<file path="src/design/scalar_kalman_trajectory_smoother_macros.svh">
// Assertion macros for the trajectory smoother top module.
`ifndef SCALAR_KALMAN_TRAJECTORY_SMOOTHER_MACROS_SVH
`define SCALAR_KALMAN_TRAJECTORY_SMOOTHER_MACROS_SVH

// Consequent checked in the same cycle as the antecedent.
`define SKT_ASSERT_NOW(label, ante, cons, msg) \
  label: assert property (@(posedge clk) disable iff (rst) (ante) |-> (cons)) \
    else $error(msg);

// Consequent checked in the cycle after the antecedent.
`define SKT_ASSERT_NEXT(label, ante, cons, msg) \
  label: assert property (@(posedge clk) disable iff (rst) (ante) |=> (cons)) \
    else $error(msg);

`endif

</file>
<file path="src/design/skt_pkg.sv">
// Shared types and constants for the scalar Kalman trajectory smoother.
package skt_pkg;

  localparam int FRAC_BITS_DEF = 16;
  localparam int CHANNELS      = 3;
  localparam int CH_W          = (CHANNELS > 1) ? $clog2(CHANNELS) : 1;

  localparam int REG_W     = 24;
  localparam int CFG_IDX_W = 2;
  localparam int VAR_W     = 32;
  localparam int DEN_W     = VAR_W + 1;
  localparam int TOT_W     = 48;
  localparam int OUT_W     = 32;
  localparam int MUL_A_W   = 32;

  // Register indexes
  localparam logic [CFG_IDX_W-1:0] REG_PROC_NOISE = 2'd0;
  localparam logic [CFG_IDX_W-1:0] REG_MEAS_NOISE = 2'd1;

  // Register reset codes, unsigned Q8.16 for the default FRAC_BITS
  localparam logic [REG_W-1:0] PROC_NOISE_RST = 24'd262;
  localparam logic [REG_W-1:0] MEAS_NOISE_RST = 24'd32768;

  typedef struct packed {
    logic signed [OUT_W-1:0] motion_angle;
    logic signed [OUT_W-1:0] motion_x;
    logic signed [OUT_W-1:0] motion_y;
  } motion_t;

  typedef struct packed {
    logic signed [OUT_W-1:0] fix_angle;
    logic signed [OUT_W-1:0] fix_x;
    logic signed [OUT_W-1:0] fix_y;
    logic signed [OUT_W-1:0] steady_angle;
    logic signed [OUT_W-1:0] steady_x;
    logic signed [OUT_W-1:0] steady_y;
  } result_t;

  // Multiply-accumulate control from the sequencer
  typedef struct packed {
    logic mul_en;     // capture a*b into the product register
    logic acc_en;     // fold the product register into the accumulator
    logic acc_first;  // start a new sum with the rounding half
    logic acc_hi;     // product is shifted up by 32 bits before it is added
  } mac_ctl_t;

endpackage

</file>
<file path="src/design/skt_div.sv">
// Restoring divider for the Kalman gain, one quotient bit per cycle.
module skt_div import skt_pkg::*; #(
  parameter int FRAC_BITS = FRAC_BITS_DEF
) (
  input  logic                 clk,
  input  logic                 rst,
  input  logic                 start,
  input  logic [VAR_W-1:0]     num,
  input  logic [DEN_W-1:0]     den,
  output logic                 done,
  output logic [FRAC_BITS:0]   quo
);

  localparam int K_W   = FRAC_BITS + 1;
  localparam int CNT_W = $clog2(FRAC_BITS + 1);
  localparam int REM_W = DEN_W + 1;

  logic             busy;
  logic [CNT_W-1:0] cnt;
  logic [REM_W-1:0] rem;
  logic [DEN_W-1:0] den_r;
  logic             den_zero;
  logic [K_W-1:0]   q;
  logic             fits;
  logic [REM_W-1:0] rem_sub;

  // One trial subtraction per cycle
  assign fits    = rem >= {1'b0, den_r};
  assign rem_sub = fits ? rem - {1'b0, den_r} : rem;

  // Control
  always_ff @(posedge clk) begin
    if (rst) begin
      busy <= 1'b0;
      done <= 1'b0;
      cnt  <= '0;
    end else begin
      done <= busy && !start && (cnt == CNT_W'(FRAC_BITS));
      if (start) begin
        busy <= 1'b1;
        cnt  <= '0;
      end else if (busy) begin
        cnt <= cnt + 1'b1;
        if (cnt == CNT_W'(FRAC_BITS)) begin
          busy <= 1'b0;
        end
      end
    end
  end

  // Datapath
  always_ff @(posedge clk) begin
    if (start) begin
      rem      <= REM_W'(num);
      den_r    <= den;
      den_zero <= (den == '0);
      q        <= '0;
    end else if (busy) begin
      q   <= {q[K_W-2:0], fits};
      rem <= {rem_sub[REM_W-2:0], 1'b0};
    end
  end

  // Zero denominator holds the estimate: gain 0
  assign quo = den_zero ? '0 : q;

endmodule

</file>
<file path="src/design/skt_mac.sv">
// Shared multiplier with a registered product and a rounding accumulator.
module skt_mac import skt_pkg::*; #(
  parameter int FRAC_BITS = FRAC_BITS_DEF
) (
  input  logic                      clk,
  input  mac_ctl_t                  ctl,
  input  logic [MUL_A_W-1:0]        op_a,
  input  logic [FRAC_BITS:0]        op_b,
  output logic [FRAC_BITS+49:0]     acc
);

  localparam int K_W    = FRAC_BITS + 1;
  localparam int PROD_W = MUL_A_W + K_W;
  localparam int ACC_W  = FRAC_BITS + 50;
  localparam logic [ACC_W-1:0] HALF = ACC_W'(1) << (FRAC_BITS - 1);

  logic [PROD_W-1:0] prod;
  logic [ACC_W-1:0]  addend;

  // Product stage
  always_ff @(posedge clk) begin
    if (ctl.mul_en) begin
      prod <= PROD_W'(op_a) * PROD_W'(op_b);
    end
  end

  // Upper-half products weigh 2^32
  assign addend = ctl.acc_hi ? (ACC_W'(prod) << MUL_A_W) : ACC_W'(prod);

  // Accumulate stage
  always_ff @(posedge clk) begin
    if (ctl.acc_en) begin
      acc <= ctl.acc_first ? HALF + addend : acc + addend;
    end
  end

endmodule

</file>
<file path="src/design/scalar_kalman_trajectory_smoother.sv">
// One beat at a time: a new beat is taken only once the previous one is through. The gain divider takes
// FRAC_BITS + 1 steps; each channel runs the difference, low multiply, high multiply, accumulate and
// update states, the multiply and accumulate states in the shared multiplier.
// motion_stall is high from acceptance until the result is loaded into the output register.
// Reset (rst, synchronous): totals zero, error variance 1.0, first-item flag clear,
// noise registers at their Q8.16 defaults, no result pending.
`include "scalar_kalman_trajectory_smoother_macros.svh"

module scalar_kalman_trajectory_smoother import skt_pkg::*; #(
  parameter int FRAC_BITS = FRAC_BITS_DEF
) (
  input  logic                 clk,
  input  logic                 rst,
  input  logic                 motion_valid,
  output logic                 motion_stall,
  input  motion_t              motion,
  output logic                 result_valid,
  input  logic                 result_stall,
  output result_t              result,
  input  logic                 cfg_valid,
  output logic                 cfg_ready,
  input  logic [CFG_IDX_W-1:0] cfg_index,
  input  logic [REG_W-1:0]     cfg_data
);

  localparam int K_W   = FRAC_BITS + 1;
  localparam int ACC_W = FRAC_BITS + 50;
  localparam logic [K_W-1:0]   ONE_FX  = K_W'(1) << FRAC_BITS;
  localparam logic [VAR_W-1:0] VAR_RST = VAR_W'(1) << FRAC_BITS;

  typedef enum logic [11:0] {
    ST_IDLE    = 12'b000000000001,
    ST_PRED    = 12'b000000000010,
    ST_DIV     = 12'b000000000100,
    ST_CH_DIFF = 12'b000000001000,
    ST_CH_MLO  = 12'b000000010000,
    ST_CH_MHI  = 12'b000000100000,
    ST_CH_ACC  = 12'b000001000000,
    ST_CH_UPD  = 12'b000010000000,
    ST_VAR_MUL = 12'b000100000000,
    ST_VAR_ACC = 12'b001000000000,
    ST_VAR_UPD = 12'b010000000000,
    ST_DONE    = 12'b100000000000
  } state_t;

  state_t state;

  // Configuration and filter state
  logic [REG_W-1:0] process_noise;
  logic [REG_W-1:0] measure_noise;
  logic [TOT_W-1:0] raw_total    [CHANNELS];
  logic [TOT_W-1:0] smooth_total [CHANNELS];
  logic [VAR_W-1:0] error_variance;
  logic             seen_first;

  // Per-item working registers
  logic [OUT_W-1:0] meas     [CHANNELS];
  logic [OUT_W-1:0] fix_r    [CHANNELS];
  logic [OUT_W-1:0] steady_r [CHANNELS];
  logic [VAR_W-1:0] p_pred;
  logic [K_W-1:0]   gain;
  logic [TOT_W-1:0] mag;
  logic             neg;
  logic [CH_W-1:0]  ch;

  // Combinational datapath
  logic [VAR_W:0]     p_sum;
  logic [VAR_W-1:0]   p_pred_c;
  logic [DEN_W-1:0]   den_c;
  logic [TOT_W:0]     meas_ext;
  logic [TOT_W:0]     raw_sum;
  logic [TOT_W-1:0]   raw_new;
  logic [TOT_W:0]     diff;
  logic [TOT_W:0]     diff_abs;
  logic [TOT_W-1:0]   gain_q;
  logic [TOT_W-1:0]   smooth_new;
  logic [TOT_W:0]     fix_d;
  logic [OUT_W-1:0]   fix_c;
  logic [TOT_W:0]     steady_d;
  logic [OUT_W-1:0]   steady_c;

  logic               div_done;
  logic [K_W-1:0]     div_quo;
  mac_ctl_t           mac_ctl;
  logic [MUL_A_W-1:0] mac_a;
  logic [K_W-1:0]     mac_b;
  logic [ACC_W-1:0]   mac_acc;

  function automatic logic [TOT_W-1:0] sat_tot(input logic [TOT_W:0] s);
    if (s[TOT_W] != s[TOT_W-1]) begin
      return s[TOT_W] ? {1'b1, {(TOT_W-1){1'b0}}} : {1'b0, {(TOT_W-1){1'b1}}};
    end
    return s[TOT_W-1:0];
  endfunction

  function automatic logic [OUT_W-1:0] sat_out(input logic [TOT_W:0] s);
    if ((&s[TOT_W:OUT_W-1]) || !(|s[TOT_W:OUT_W-1])) begin
      return s[OUT_W-1:0];
    end
    return s[TOT_W] ? {1'b1, {(OUT_W-1){1'b0}}} : {1'b0, {(OUT_W-1){1'b1}}};
  endfunction

  assign cfg_ready    = 1'b1;
  assign motion_stall = (state != ST_IDLE);

  // Predicted variance, saturated to 32 bits, and the gain denominator
  assign p_sum    = {1'b0, error_variance} + (VAR_W + 1)'(process_noise);
  assign p_pred_c = p_sum[VAR_W] ? '1 : p_sum[VAR_W-1:0];
  assign den_c    = {1'b0, p_pred_c} + DEN_W'(measure_noise);

  // Raw total update and innovation for the current channel
  assign meas_ext = {{(TOT_W + 1 - OUT_W){meas[ch][OUT_W-1]}}, meas[ch]};
  assign raw_sum  = {raw_total[ch][TOT_W-1], raw_total[ch]} + meas_ext;
  assign raw_new  = sat_tot(raw_sum);
  assign diff     = {raw_new[TOT_W-1], raw_new}
                  - {smooth_total[ch][TOT_W-1], smooth_total[ch]};
  assign diff_abs = diff[TOT_W] ? (~diff + 1'b1) : diff;

  // Rounded gain step; the accumulator already holds the half
  assign gain_q     = mac_acc[FRAC_BITS+TOT_W-1:FRAC_BITS];
  assign smooth_new = neg ? smooth_total[ch] - gain_q : smooth_total[ch] + gain_q;

  // Correction and corrected motion (raw_total[ch] is already updated here)
  assign fix_d    = {smooth_new[TOT_W-1], smooth_new}
                  - {raw_total[ch][TOT_W-1], raw_total[ch]};
  assign fix_c    = seen_first ? sat_out(fix_d) : '0;
  assign steady_d = meas_ext + {{(TOT_W + 1 - OUT_W){fix_c[OUT_W-1]}}, fix_c};
  assign steady_c = sat_out(steady_d);

  // Shared multiplier schedule
  always_comb begin
    mac_ctl = '0;
    mac_a   = '0;
    mac_b   = gain;
    unique case (state)
      ST_CH_MLO: begin
        mac_ctl.mul_en = 1'b1;
        mac_a          = mag[MUL_A_W-1:0];
      end
      ST_CH_MHI: begin
        mac_ctl.mul_en    = 1'b1;
        mac_ctl.acc_en    = 1'b1;
        mac_ctl.acc_first = 1'b1;
        mac_a             = MUL_A_W'(mag[TOT_W-1:MUL_A_W]);
      end
      ST_CH_ACC: begin
        mac_ctl.acc_en = 1'b1;
        mac_ctl.acc_hi = 1'b1;
      end
      ST_VAR_MUL: begin
        mac_ctl.mul_en = 1'b1;
        mac_a          = p_pred;
        mac_b          = ONE_FX - gain;
      end
      ST_VAR_ACC: begin
        mac_ctl.acc_en    = 1'b1;
        mac_ctl.acc_first = 1'b1;
      end
      default: begin
      end
    endcase
  end

  skt_div #(.FRAC_BITS(FRAC_BITS)) u_div (
    .clk   (clk),
    .rst   (rst),
    .start (state == ST_PRED),
    .num   (p_pred_c),
    .den   (den_c),
    .done  (div_done),
    .quo   (div_quo)
  );

  skt_mac #(.FRAC_BITS(FRAC_BITS)) u_mac (
    .clk  (clk),
    .ctl  (mac_ctl),
    .op_a (mac_a),
    .op_b (mac_b),
    .acc  (mac_acc)
  );

  // Sequencer and filter state
  always_ff @(posedge clk) begin
    if (rst) begin
      state          <= ST_IDLE;
      process_noise  <= PROC_NOISE_RST;
      measure_noise  <= MEAS_NOISE_RST;
      error_variance <= VAR_RST;
      seen_first     <= 1'b0;
      result_valid   <= 1'b0;
      ch             <= '0;
      for (int i = 0; i < CHANNELS; i++) begin
        raw_total[i]    <= '0;
        smooth_total[i] <= '0;
      end
    end else begin
      // Noise registers
      if (cfg_valid && cfg_ready) begin
        unique case (cfg_index)
          REG_PROC_NOISE: process_noise <= cfg_data;
          REG_MEAS_NOISE: measure_noise <= cfg_data;
          default: begin
          end
        endcase
      end

      // Output register: load a new beat or drop the one taken
      if (state == ST_DONE && (!result_valid || !result_stall)) begin
        result_valid <= 1'b1;
      end else if (result_valid && !result_stall) begin
        result_valid <= 1'b0;
      end

      unique case (state)
        ST_IDLE: begin
          if (motion_valid) begin
            state <= ST_PRED;
          end
        end
        ST_PRED: begin
          state <= ST_DIV;
        end
        ST_DIV: begin
          if (div_done) begin
            ch    <= '0;
            state <= ST_CH_DIFF;
          end
        end
        ST_CH_DIFF: begin
          raw_total[ch] <= raw_new;
          state         <= ST_CH_MLO;
        end
        ST_CH_MLO: state <= ST_CH_MHI;
        ST_CH_MHI: state <= ST_CH_ACC;
        ST_CH_ACC: state <= ST_CH_UPD;
        ST_CH_UPD: begin
          smooth_total[ch] <= smooth_new;
          if (ch == CH_W'(CHANNELS - 1)) begin
            state <= ST_VAR_MUL;
          end else begin
            ch    <= ch + 1'b1;
            state <= ST_CH_DIFF;
          end
        end
        ST_VAR_MUL: state <= ST_VAR_ACC;
        ST_VAR_ACC: state <= ST_VAR_UPD;
        ST_VAR_UPD: begin
          error_variance <= mac_acc[FRAC_BITS+VAR_W-1:FRAC_BITS];
          seen_first     <= 1'b1;
          state          <= ST_DONE;
        end
        ST_DONE: begin
          if (!result_valid || !result_stall) begin
            state <= ST_IDLE;
          end
        end
        default: state <= ST_IDLE;
      endcase
    end
  end

  // Working registers
  always_ff @(posedge clk) begin
    if (state == ST_IDLE && motion_valid) begin
      meas[0] <= motion.motion_angle;
      meas[1] <= motion.motion_x;
      meas[2] <= motion.motion_y;
    end
    if (state == ST_PRED) begin
      p_pred <= p_pred_c;
    end
    if (state == ST_DIV && div_done) begin
      gain <= div_quo;
    end
    if (state == ST_CH_DIFF) begin
      mag <= diff_abs[TOT_W-1:0];
      neg <= diff[TOT_W];
    end
    if (state == ST_CH_UPD) begin
      fix_r[ch]    <= fix_c;
      steady_r[ch] <= steady_c;
    end
    if (state == ST_DONE && (!result_valid || !result_stall)) begin
      result.fix_angle    <= fix_r[0];
      result.fix_x        <= fix_r[1];
      result.fix_y        <= fix_r[2];
      result.steady_angle <= steady_r[0];
      result.steady_x     <= steady_r[1];
      result.steady_y     <= steady_r[2];
    end
  end

  `SKT_ASSERT_NEXT(a_accept_starts, motion_valid && !motion_stall, state == ST_PRED, "accepted beat did not start the prediction step")
  `SKT_ASSERT_NOW(a_gain_bounded, state == ST_VAR_MUL, gain <= ONE_FX, "Kalman gain above one")
  `SKT_ASSERT_NOW(a_result_from_done, $rose(result_valid), $past(state) == ST_DONE, "result raised outside the completion step")
  `SKT_ASSERT_NOW(a_channel_range, state == ST_CH_UPD, ch < CH_W'(CHANNELS), "channel index out of range")

endmodule

</file>
<file path="config.mk">
export PLATFORM = sky130hd
export DESIGN_NAME = scalar_kalman_trajectory_smoother
export DESIGN_NICKNAME = d
export VERILOG_FILES = /design/src/design/skt_pkg.sv /design/src/design/skt_div.sv /design/src/design/skt_mac.sv /design/src/design/scalar_kalman_trajectory_smoother.sv
export VERILOG_INCLUDE_DIRS = /design/src /design/src/design
export SDC_FILE = /design/constraint.sdc
export NUM_CORES = 2
export LEC_CHECK = 0
export ABC_AREA = 1
export BUFFER_PORTS_ARGS = -buffer_cell sky130_fd_sc_hd__buf_2
export CORE_UTILIZATION = 38
export DETAILED_ROUTE_END_ITERATION = 8
export GPL_TIMING_DRIVEN = 1
export HOLD_SLACK_MARGIN = 0.03
export PLACE_DENSITY_LB_ADDON = 0.05
export SLEW_MARGIN = 20
export SYNTH_ARGS = -nofsm -noshare
export SYNTH_HDL_FRONTEND = slang
export SYNTH_SLANG_ARGS = --single-unit
export TNS_END_PERCENT = 5
</file>
<file path="constraint.sdc">
create_clock -name clk -period 25.6 [get_ports clk]
set_clock_uncertainty 0.15 [all_clocks]
set_input_delay 3.84 -clock clk [delete_from_list [all_inputs] [get_ports clk]]
set_output_delay 3.84 -clock clk [all_outputs]
set_load 0.02 [all_outputs]
</file>
### Word level (Yosys, flattened, before mapping)

Memories as Yosys holds them, arrays and structs flattened. A register that Yosys moved wholly into a read port is not among the register bits.
Cells that the tools add are included.

| storage, ports and cells | value |
|---|---|
| register bits | 401 |
| RAM bits | 576 |
| input port bits | 127 |
| output and inout bits | 195 |
| word-level logic and storage cells | 161 |
| memories kept | 5 |

| cells by class | value |
|---|---|
| add/subtract/negate cells | 15 |
| $mul | 1 |
| magnitude comparators | 1 |
| equality and inequality tests | 21 |
| mux-type cells | 63 |
| bitwise operators | 1 |
| reductions and logical operators | 33 |

Memory list:

| name | words | bits a word | read ports | clocked after Yosys merged registers in | wr ports | line | source |
|---|---|---|---|---|---|---|---|
| raw_total | 3 | 48 | 1 | 1 | 3 | scalar_kalman_trajectory_smoother.sv:51 | `logic [TOT_W-1:0] raw_total [CHANNELS];` |
| smooth_total | 3 | 48 | 1 | 1 | 3 | scalar_kalman_trajectory_smoother.sv:52 | `logic [TOT_W-1:0] smooth_total [CHANNELS];` |
| fix_r | 3 | 32 | 3 | 3 | 1 | scalar_kalman_trajectory_smoother.sv:58 | `logic [OUT_W-1:0] fix_r [CHANNELS];` |
| meas | 3 | 32 | 1 | 1 | 3 | scalar_kalman_trajectory_smoother.sv:57 | `logic [OUT_W-1:0] meas [CHANNELS];` |
| steady_r | 3 | 32 | 3 | 3 | 1 | scalar_kalman_trajectory_smoother.sv:59 | `logic [OUT_W-1:0] steady_r [CHANNELS];` |

Operators with widths:

| operator | number |
|---|---|
| 48-bit two-way mux | 7 |
| 32-bit two-way mux | 10 |
| 12-bit case mux with 12 select lines | 1 |
| 66-bit two-way mux | 2 |
| 48-bit by 48-bit subtractor with 49-bit output | 2 |
| 32-bit case mux with 3 select lines | 1 |
| 48-bit OR reduction | 2 |
| 16-bit by 66-bit adder with 66-bit output, first input constant | 1 |
| 32-bit by 24-bit adder with 33-bit output | 2 |
| 66-bit adder | 1 |
| 48-bit by 32-bit adder with 49-bit output | 1 |
| 32-bit by 17-bit multiplier with 49-bit output | 1 |
| 48-bit by 1-bit adder with 48-bit output, second input constant | 1 |
| 48-bit adder | 1 |
| 48-bit inverter | 1 |
| 48-bit subtractor | 1 |
| 12-bit two-way mux | 3 |
| 18-bit AND reduction | 2 |
| 18-bit OR reduction | 2 |
| 34-bit by 33-bit greater-or-equal comparator with 1-bit output | 1 |
| 32-bit by 32-bit adder with 33-bit output | 1 |
| 33-bit zero test | 1 |
| 33-bit two-way mux | 1 |
| 33-bit subtractor | 1 |
| 36 further kinds | 88 |

### Longest topological paths before layout

| logic depth | value |
|---|---|
| word-level depth | 15 |
| mapped depth | 68 |
| mapped depth without buffers | 67 |

### Modules after synthesis

A second synthesis with hierarchy kept.

| unflattened totals | value |
|---|---|
| cells, all modules | 12,417 |
| area, all modules | 97,458.5 µm² |

Modules (own cells, without submodules):

| module | instances | cells each | area an instance (µm²) | sequential area each (µm²) |
|---|---|---|---|---|
| scalar_kalman_trajectory_smoother | 1 | 7,188 | 61,237.5 | 30,849.6 |
| skt_mac | 1 | 4,240 | 29,356.9 | 3,453.3 |
| skt_div | 1 | 989 | 6,864.1 | 2,502.4 |

### Worst setup path after synthesis

Ideal clock, no wire load.

| path | value |
|---|---|
| kind | input port to flip-flop |
| from | input port result_stall |
| to | register, netlist name result[0] |
| library setup time | 0.808 ns |
| arrival | 12.847 ns |
| required time | 24.642 ns |
| slack | 11.795 ns |
| cell stages on the path | 1 |
| path buffers | 0 |
| cell sequence | a21oi_1 |

| between the ends | value |
|---|---|
| cells in the longest elaborated chain, start to end | 3 |

RTL lines:

| item | line | source |
|---|---|---|
| start, declared | scalar_kalman_trajectory_smoother.sv:18 | `input logic result_stall,` |
| 1-bit zero test | scalar_kalman_trajectory_smoother.sv:283 | `if (state == ST_DONE && (!result_valid \|\| !result_stall)) begin` |
| 1-bit logical OR | scalar_kalman_trajectory_smoother.sv:283 |  |
| 1-bit logical AND | scalar_kalman_trajectory_smoother.sv:283 |  |

No other way between the ends.
A chain may end at the register's enable or synchronous reset.

### Worst setup path after layout

| path | value |
|---|---|
| from | register u_mac.acc[16] |
| to | memory steady_r[2][30] (data pin) |

| between the ends | value |
|---|---|
| cells in the longest elaborated chain, start to end | 15 |
| elaborated cells on any way between the ends | 22 |
| classes of those cells | add/sub: 4; mux: 10; reduce/logical: 8 |

RTL lines:

| item | line | source |
|---|---|---|
| start, declared | skt_mac.sv:9 | `output logic [FRAC_BITS+49:0] acc` |
| start signal, assigned | skt_mac.sv:33 | `acc <= ctl.acc_first ? HALF + addend : acc + addend;` |
| 48-bit adder / 48-bit subtractor (equally long branches) | scalar_kalman_trajectory_smoother.sv:121 | `assign smooth_new = neg ? smooth_total[ch] - gain_q : smooth_total[ch] + gain_q;` |
| 48-bit two-way mux (*) | scalar_kalman_trajectory_smoother.sv:121 |  |
| via smooth_new[46] | scalar_kalman_trajectory_smoother.sv:76 | `logic [TOT_W-1:0] smooth_new;` |
| 48-bit by 48-bit subtractor with 49-bit output (*) | scalar_kalman_trajectory_smoother.sv:125 | `- {raw_total[ch][TOT_W-1], raw_total[ch]};` |
| 18-bit OR reduction | scalar_kalman_trajectory_smoother.sv:97 | `if ((&s[TOT_W:OUT_W-1]) \|\| !(\|s[TOT_W:OUT_W-1])) begin` |
| 1-bit zero test | scalar_kalman_trajectory_smoother.sv:97 |  |
| 1-bit logical OR | scalar_kalman_trajectory_smoother.sv:97 |  |
| 1-bit two-way mux | scalar_kalman_trajectory_smoother.sv:97 |  |
| (+2 left out) | n/a |  |
| via fix_c[0] | scalar_kalman_trajectory_smoother.sv:78 | `logic [OUT_W-1:0] fix_c;` |
| 32-bit by 32-bit adder with 33-bit output (*) | scalar_kalman_trajectory_smoother.sv:127 | `assign steady_d = meas_ext + {{(TOT_W + 1 - OUT_W){fix_c[OUT_W-1]}}, fix_c};` |
| 18-bit OR reduction | scalar_kalman_trajectory_smoother.sv:97 |  |
| 1-bit zero test | scalar_kalman_trajectory_smoother.sv:97 |  |
| 1-bit logical OR | scalar_kalman_trajectory_smoother.sv:97 |  |
| 1-bit two-way mux | scalar_kalman_trajectory_smoother.sv:97 |  |
| 32-bit two-way mux (*) | scalar_kalman_trajectory_smoother.sv:100 | `return s[TOT_W] ? {1'b1, {(OUT_W-1){1'b0}}} : {1'b0, {(OUT_W-1){1'b1}}};` |
| via steady_c[30] | scalar_kalman_trajectory_smoother.sv:80 | `logic [OUT_W-1:0] steady_c;` |
| end, declared | scalar_kalman_trajectory_smoother.sv:59 |  |

The timed path passes the listed nets; every way through them passes the cells marked *. The select of a mux whose other input is x is not followed.

==> results.py <==
metrics = {
    "run_status": {
        "status": "completed",
    },
    "sta": {
        "fin_crit_sh_pct": 52.5,
        "setup_viol": 0,
        "relSlewSlack_pct": 16.1,
        "hold_viol": 0,
        "final.min_clock_period_ns": 13.45,
        "slew_violations": 0,
        "fmax_mhz": 74.3,
        "rsz0062_at_grt": "false",
        "setup-tns-final_ns": 0,
        "worstMarginPinSlew_ns": 1.25,
    },
    "global_routing": {
        "grt_max_degree": 164,
        "grt_pass1_wl_mm": 486,
        "track_usage_pct": 27.6,
        "overflow": 0,
        "antenna_found_initial": 6,
        "grt_pass1_vias": 74107,
    },
    "worst_hold_path": {
        "min_path_type": "register to register",
    },
    "setup_path": {
        "worstSetupPathType": "register to register",
        "crit_path_max_incr_delay_ns": 0.60,
        "worstPathRequired_ns": 26.02,
        "critPathArrivalTime_ns": 13.87,
        "cp_max_fo": 31,
        "cp_common_cell": "nand2_1",
        "critPathCaptureType": "register",
        "startpoint_type": "register",
        "cp_slowest_cell": "edfxtp_1",
    },
    "pwr": {
        "swShare_pct": 46.5,
        "leakage_nw": 44.4,
        "p_per_area_nw_per_um2": 90.8,
        "power_frac_seq_pct": 27.7,
        "power.switching_w": 0.00425,
        "ir_drop_v": 0.0000788,
        "pwr-share-comb_pct": 48.4,
        "clockPowerShare_pct": 24.0,
        "p_int_w": 0.00489,
    },
    "cts": {
        "clk_latency_ns": 0.87,
        "cts_tree": "done",
        "htreeDepth": 4,
        "cts_root_buffer": "clkbuf_16",
        "cts.sinks": 1265,
        "ctsHoldBuffers": 0,
        "postCtsSetupBuffers": 0,
        "clkTransAtPathRegs_ns": 0.06,
        "cts_buffers": 153,
        "clockBufferDepth": 3,
        "post_cts_resize_count": 0,
    },
    "detailed_routing": {
        "firstDrtPassIters": 6,
        "drt-initial-drc-count": 4877,
        "drcViolationCount": 0,
        "met3_length_mm": 14.2,
        "wire_per_inst_um": 23.5,
        "vias_per_cell": 5.19,
        "top_layer_used": "met5",
        "wl_met1_mm": 140,
        "wl_met2_mm": 163,
        "routed_wl_mm": 332,
        "ant_nets": 0,
        "via_count": 73298,
    },
    "synthesis": {
        "synth-async-reset-ratio_pct": 0,
        "ys_types": 61,
        "ys_ff_latch": 1265,
        "synthCells": 10538,
        "syn_nets": 11616,
        "synth-edff-count": 1141,
        "syn_avg_cell_area_um2": 8.54,
        "yosysSeqAreaShare_pct": 40.8,
        "synth_flop_cell": "edfxtp_1",
        "synth_warnings": 0,
        "netlist_area_um2": 90000,
    },
    "placed_design": {
        "placed_area_um2": 95500,
        "place_congestion": 0.944,
        "hpwlAfterDp_mm": 263,
        "io_buffers": 320,
    },
    "layout": {
        "drive_gt1_share_pct": 7.71,
        "area_growth_pct": 11.8,
        "final_nets": 11922,
        "final_area_um2": 101000,
    },
    "floorplanning": {
        "core_area_um2": 235000,
        "initial_core_util_pct": 38.2,
        "die_h_um": 489,
        "fp-row-count": 178,
        "dieArea_um2": 239000,
        "ios": 322,
        "dieWidth_um": 489,
    },
    "run": {
        "maxCapViolCount": 0,
    },
}
through the flow:
stage | setup slack, ns | instances | power (W) | hold WS [ns] | util [%]
3_5_place_dp | 12.05 | 13839 | 0.00692 | 0.255 | 40.6
3_3_place_gp | 12.07 | 13839 | 0.00697 | 0.252 | 40.6
4_1_cts | 12.09 | 14123 | 0.00918 | 0.229 | 42.7
5_1_grt | 10.84 | 14124 | 0.00966 | 0.247 | 42.8
6_report | 12.15 | 14126 | 0.00914 | 0.242 | 42.8
2_1_floorplan | 11.80 | 10538 | 0.00527 | 0.250 | -
per-layer routing:
layer  vias to the layer above  track usage [%]
met3                       448             3.26
met2                      1752             48.5
met4                         4             10.9
met1                     36128             34.3
met5                         -                0
li1                      34966                -
placed cells by master, fill, tap and decap left out, types with 13 or more instances in the layout:
cell type     n
o31ai_1      20
a21boi_0     28
nor4_1       41
nor2_2       18
dfxtp_1     122
clkinv_16    13
xnor2_1     154
nand2_1    2227
nor3_1       99
o211ai_1     32
clkbuf_1     28
xor2_1      287
a32oi_1      93
o21ai_1      16
clkbuf_16   154
buf_2       320
clkinv_1     37
o221ai_1     15
a21oi_1     761
nor2_1     1342
a31oi_1     101
o22ai_1      34
o21a_1       28
a32o_1       16
nand3_1     256
o21bai_1     15
buf_4       128
nand2_2      46
a21o_1       19
inv_1      1718
ha_1        493
or2_2        32
clkinv_2     28
o21ai_0     421
nand4_1      64
fa_1        458
edfxtp_1   1141
power groups by stage:
stage	clock network, W	logic (W)	registers, W
final	0.00219	0.00442	0.00253
after global routing	0.00232	0.00480	0.00253
after CTS	0.00225	0.00440	0.00253
after detailed placement	0	0.00435	0.00257
after global placement	0	0.00439	0.00257
after floorplan	0	0.00271	0.00256
state kept, by name, indices dropped and copies added (netlist names), 33 cells and up, named ones only:
| signal | flops |
|---|---|
| raw_total | 192 |
| result | 192 |
| smooth_total | 192 |
| fix_r | 96 |
| meas | 96 |
| steady_r | 96 |
| u_mac.acc | 64 |
| u_mac.prod | 49 |
| mag | 48 |
| u_div.rem | 34 |
| u_div.den_r | 33 |
cell type report:
cell class              count  area [µm²]
multi-input cells        7234       45700
repair buffers            449        2580
inverters                1741        6550
clock inverters            95        1040
flip-flops and latches   1265       36800
well taps                3150        3940
fillers                 23711      135000
clock buffers             189        4060
diodes                      3        7.51
cell usage after synthesis, types with 5 or more instances:
library cell,n,share of area (%)
dfxtp_1,124,2.8
nor3_1,102,0.57
buf_2,26,0.14
o21ai_0,425,2.4
a31o_2,12,0.12
a32o_1,16,0.18
and3_1,6,0.042
a31oi_1,101,0.70
o211ai_1,32,0.27
a21o_1,19,0.16
o21bai_1,15,0.13
nor2_1,1345,5.6
xnor2_1,154,1.5
a32oi_1,93,0.91
clkbuf_1,254,1.1
and2_1,8,0.056
or2_2,32,0.22
nand3b_1,10,0.083
o21a_1,28,0.23
o22ai_1,38,0.26
buf_1,10,0.042
fa_1,458,10
nand2_1,2241,9.3
o31ai_1,20,0.17
a221oi_1,6,0.058
o21ai_1,15,0.083
a21boi_0,28,0.23
nand3_1,257,1.4
clkinv_1,10,0.042
o221ai_1,15,0.15
a211oi_1,7,0.058
nor2_2,18,0.13
a21oi_1,764,4.2
xor2_1,289,2.8
nand3_2,7,0.078
ha_1,493,6.9
edfxtp_1,1141,38
a2111oi_0,5,0.049
a21oi_2,5,0.049
nand2_2,37,0.26
inv_2,9,0.038
inv_1,1722,7.2
nor4_1,42,0.29
nand4_1,64,0.44
final timing paths:
check / slack (ns) / cells past startpoint / start / to
max: 12.15 / 66 / u_mac.acc[16] / steady_r[2][30]
min: 0.24 / 0 / fix_r[2][15] / result[111]
max reg2reg: 12.15 / 66 / u_mac.acc[16] / steady_r[2][30]
min reg2reg: 0.24 / 0 / fix_r[2][15] / result[111]
kinds of logic after synthesis:
group	count (synthesis)	share of synthesized area (%)
other	1	0.00417
buffers and inverters	2039	8.59
adder cells (fa/ha/maj)	951	17.0
AND/OR/NAND/NOR	4179	18.7
XOR/XNOR	443	4.31
AO/OA/AOI/OAI	1660	10.6
flip-flops	1265	40.8
worst max-delay path: cells and delay by family (launching register included):
kind / cells / cell delay (ns)
AND/OR/NAND/NOR: 29 / 3.96
AO/OA/AOI/OAI: 15 / 3.65
XOR/XNOR: 3 / 0.82
buffers and inverters: 14 / 2.41
flip-flops: 1 / 0.60
adder cells (fa/ha/maj): 5 / 1.56
No activity file was read; power rests on OpenSTA's default activity.
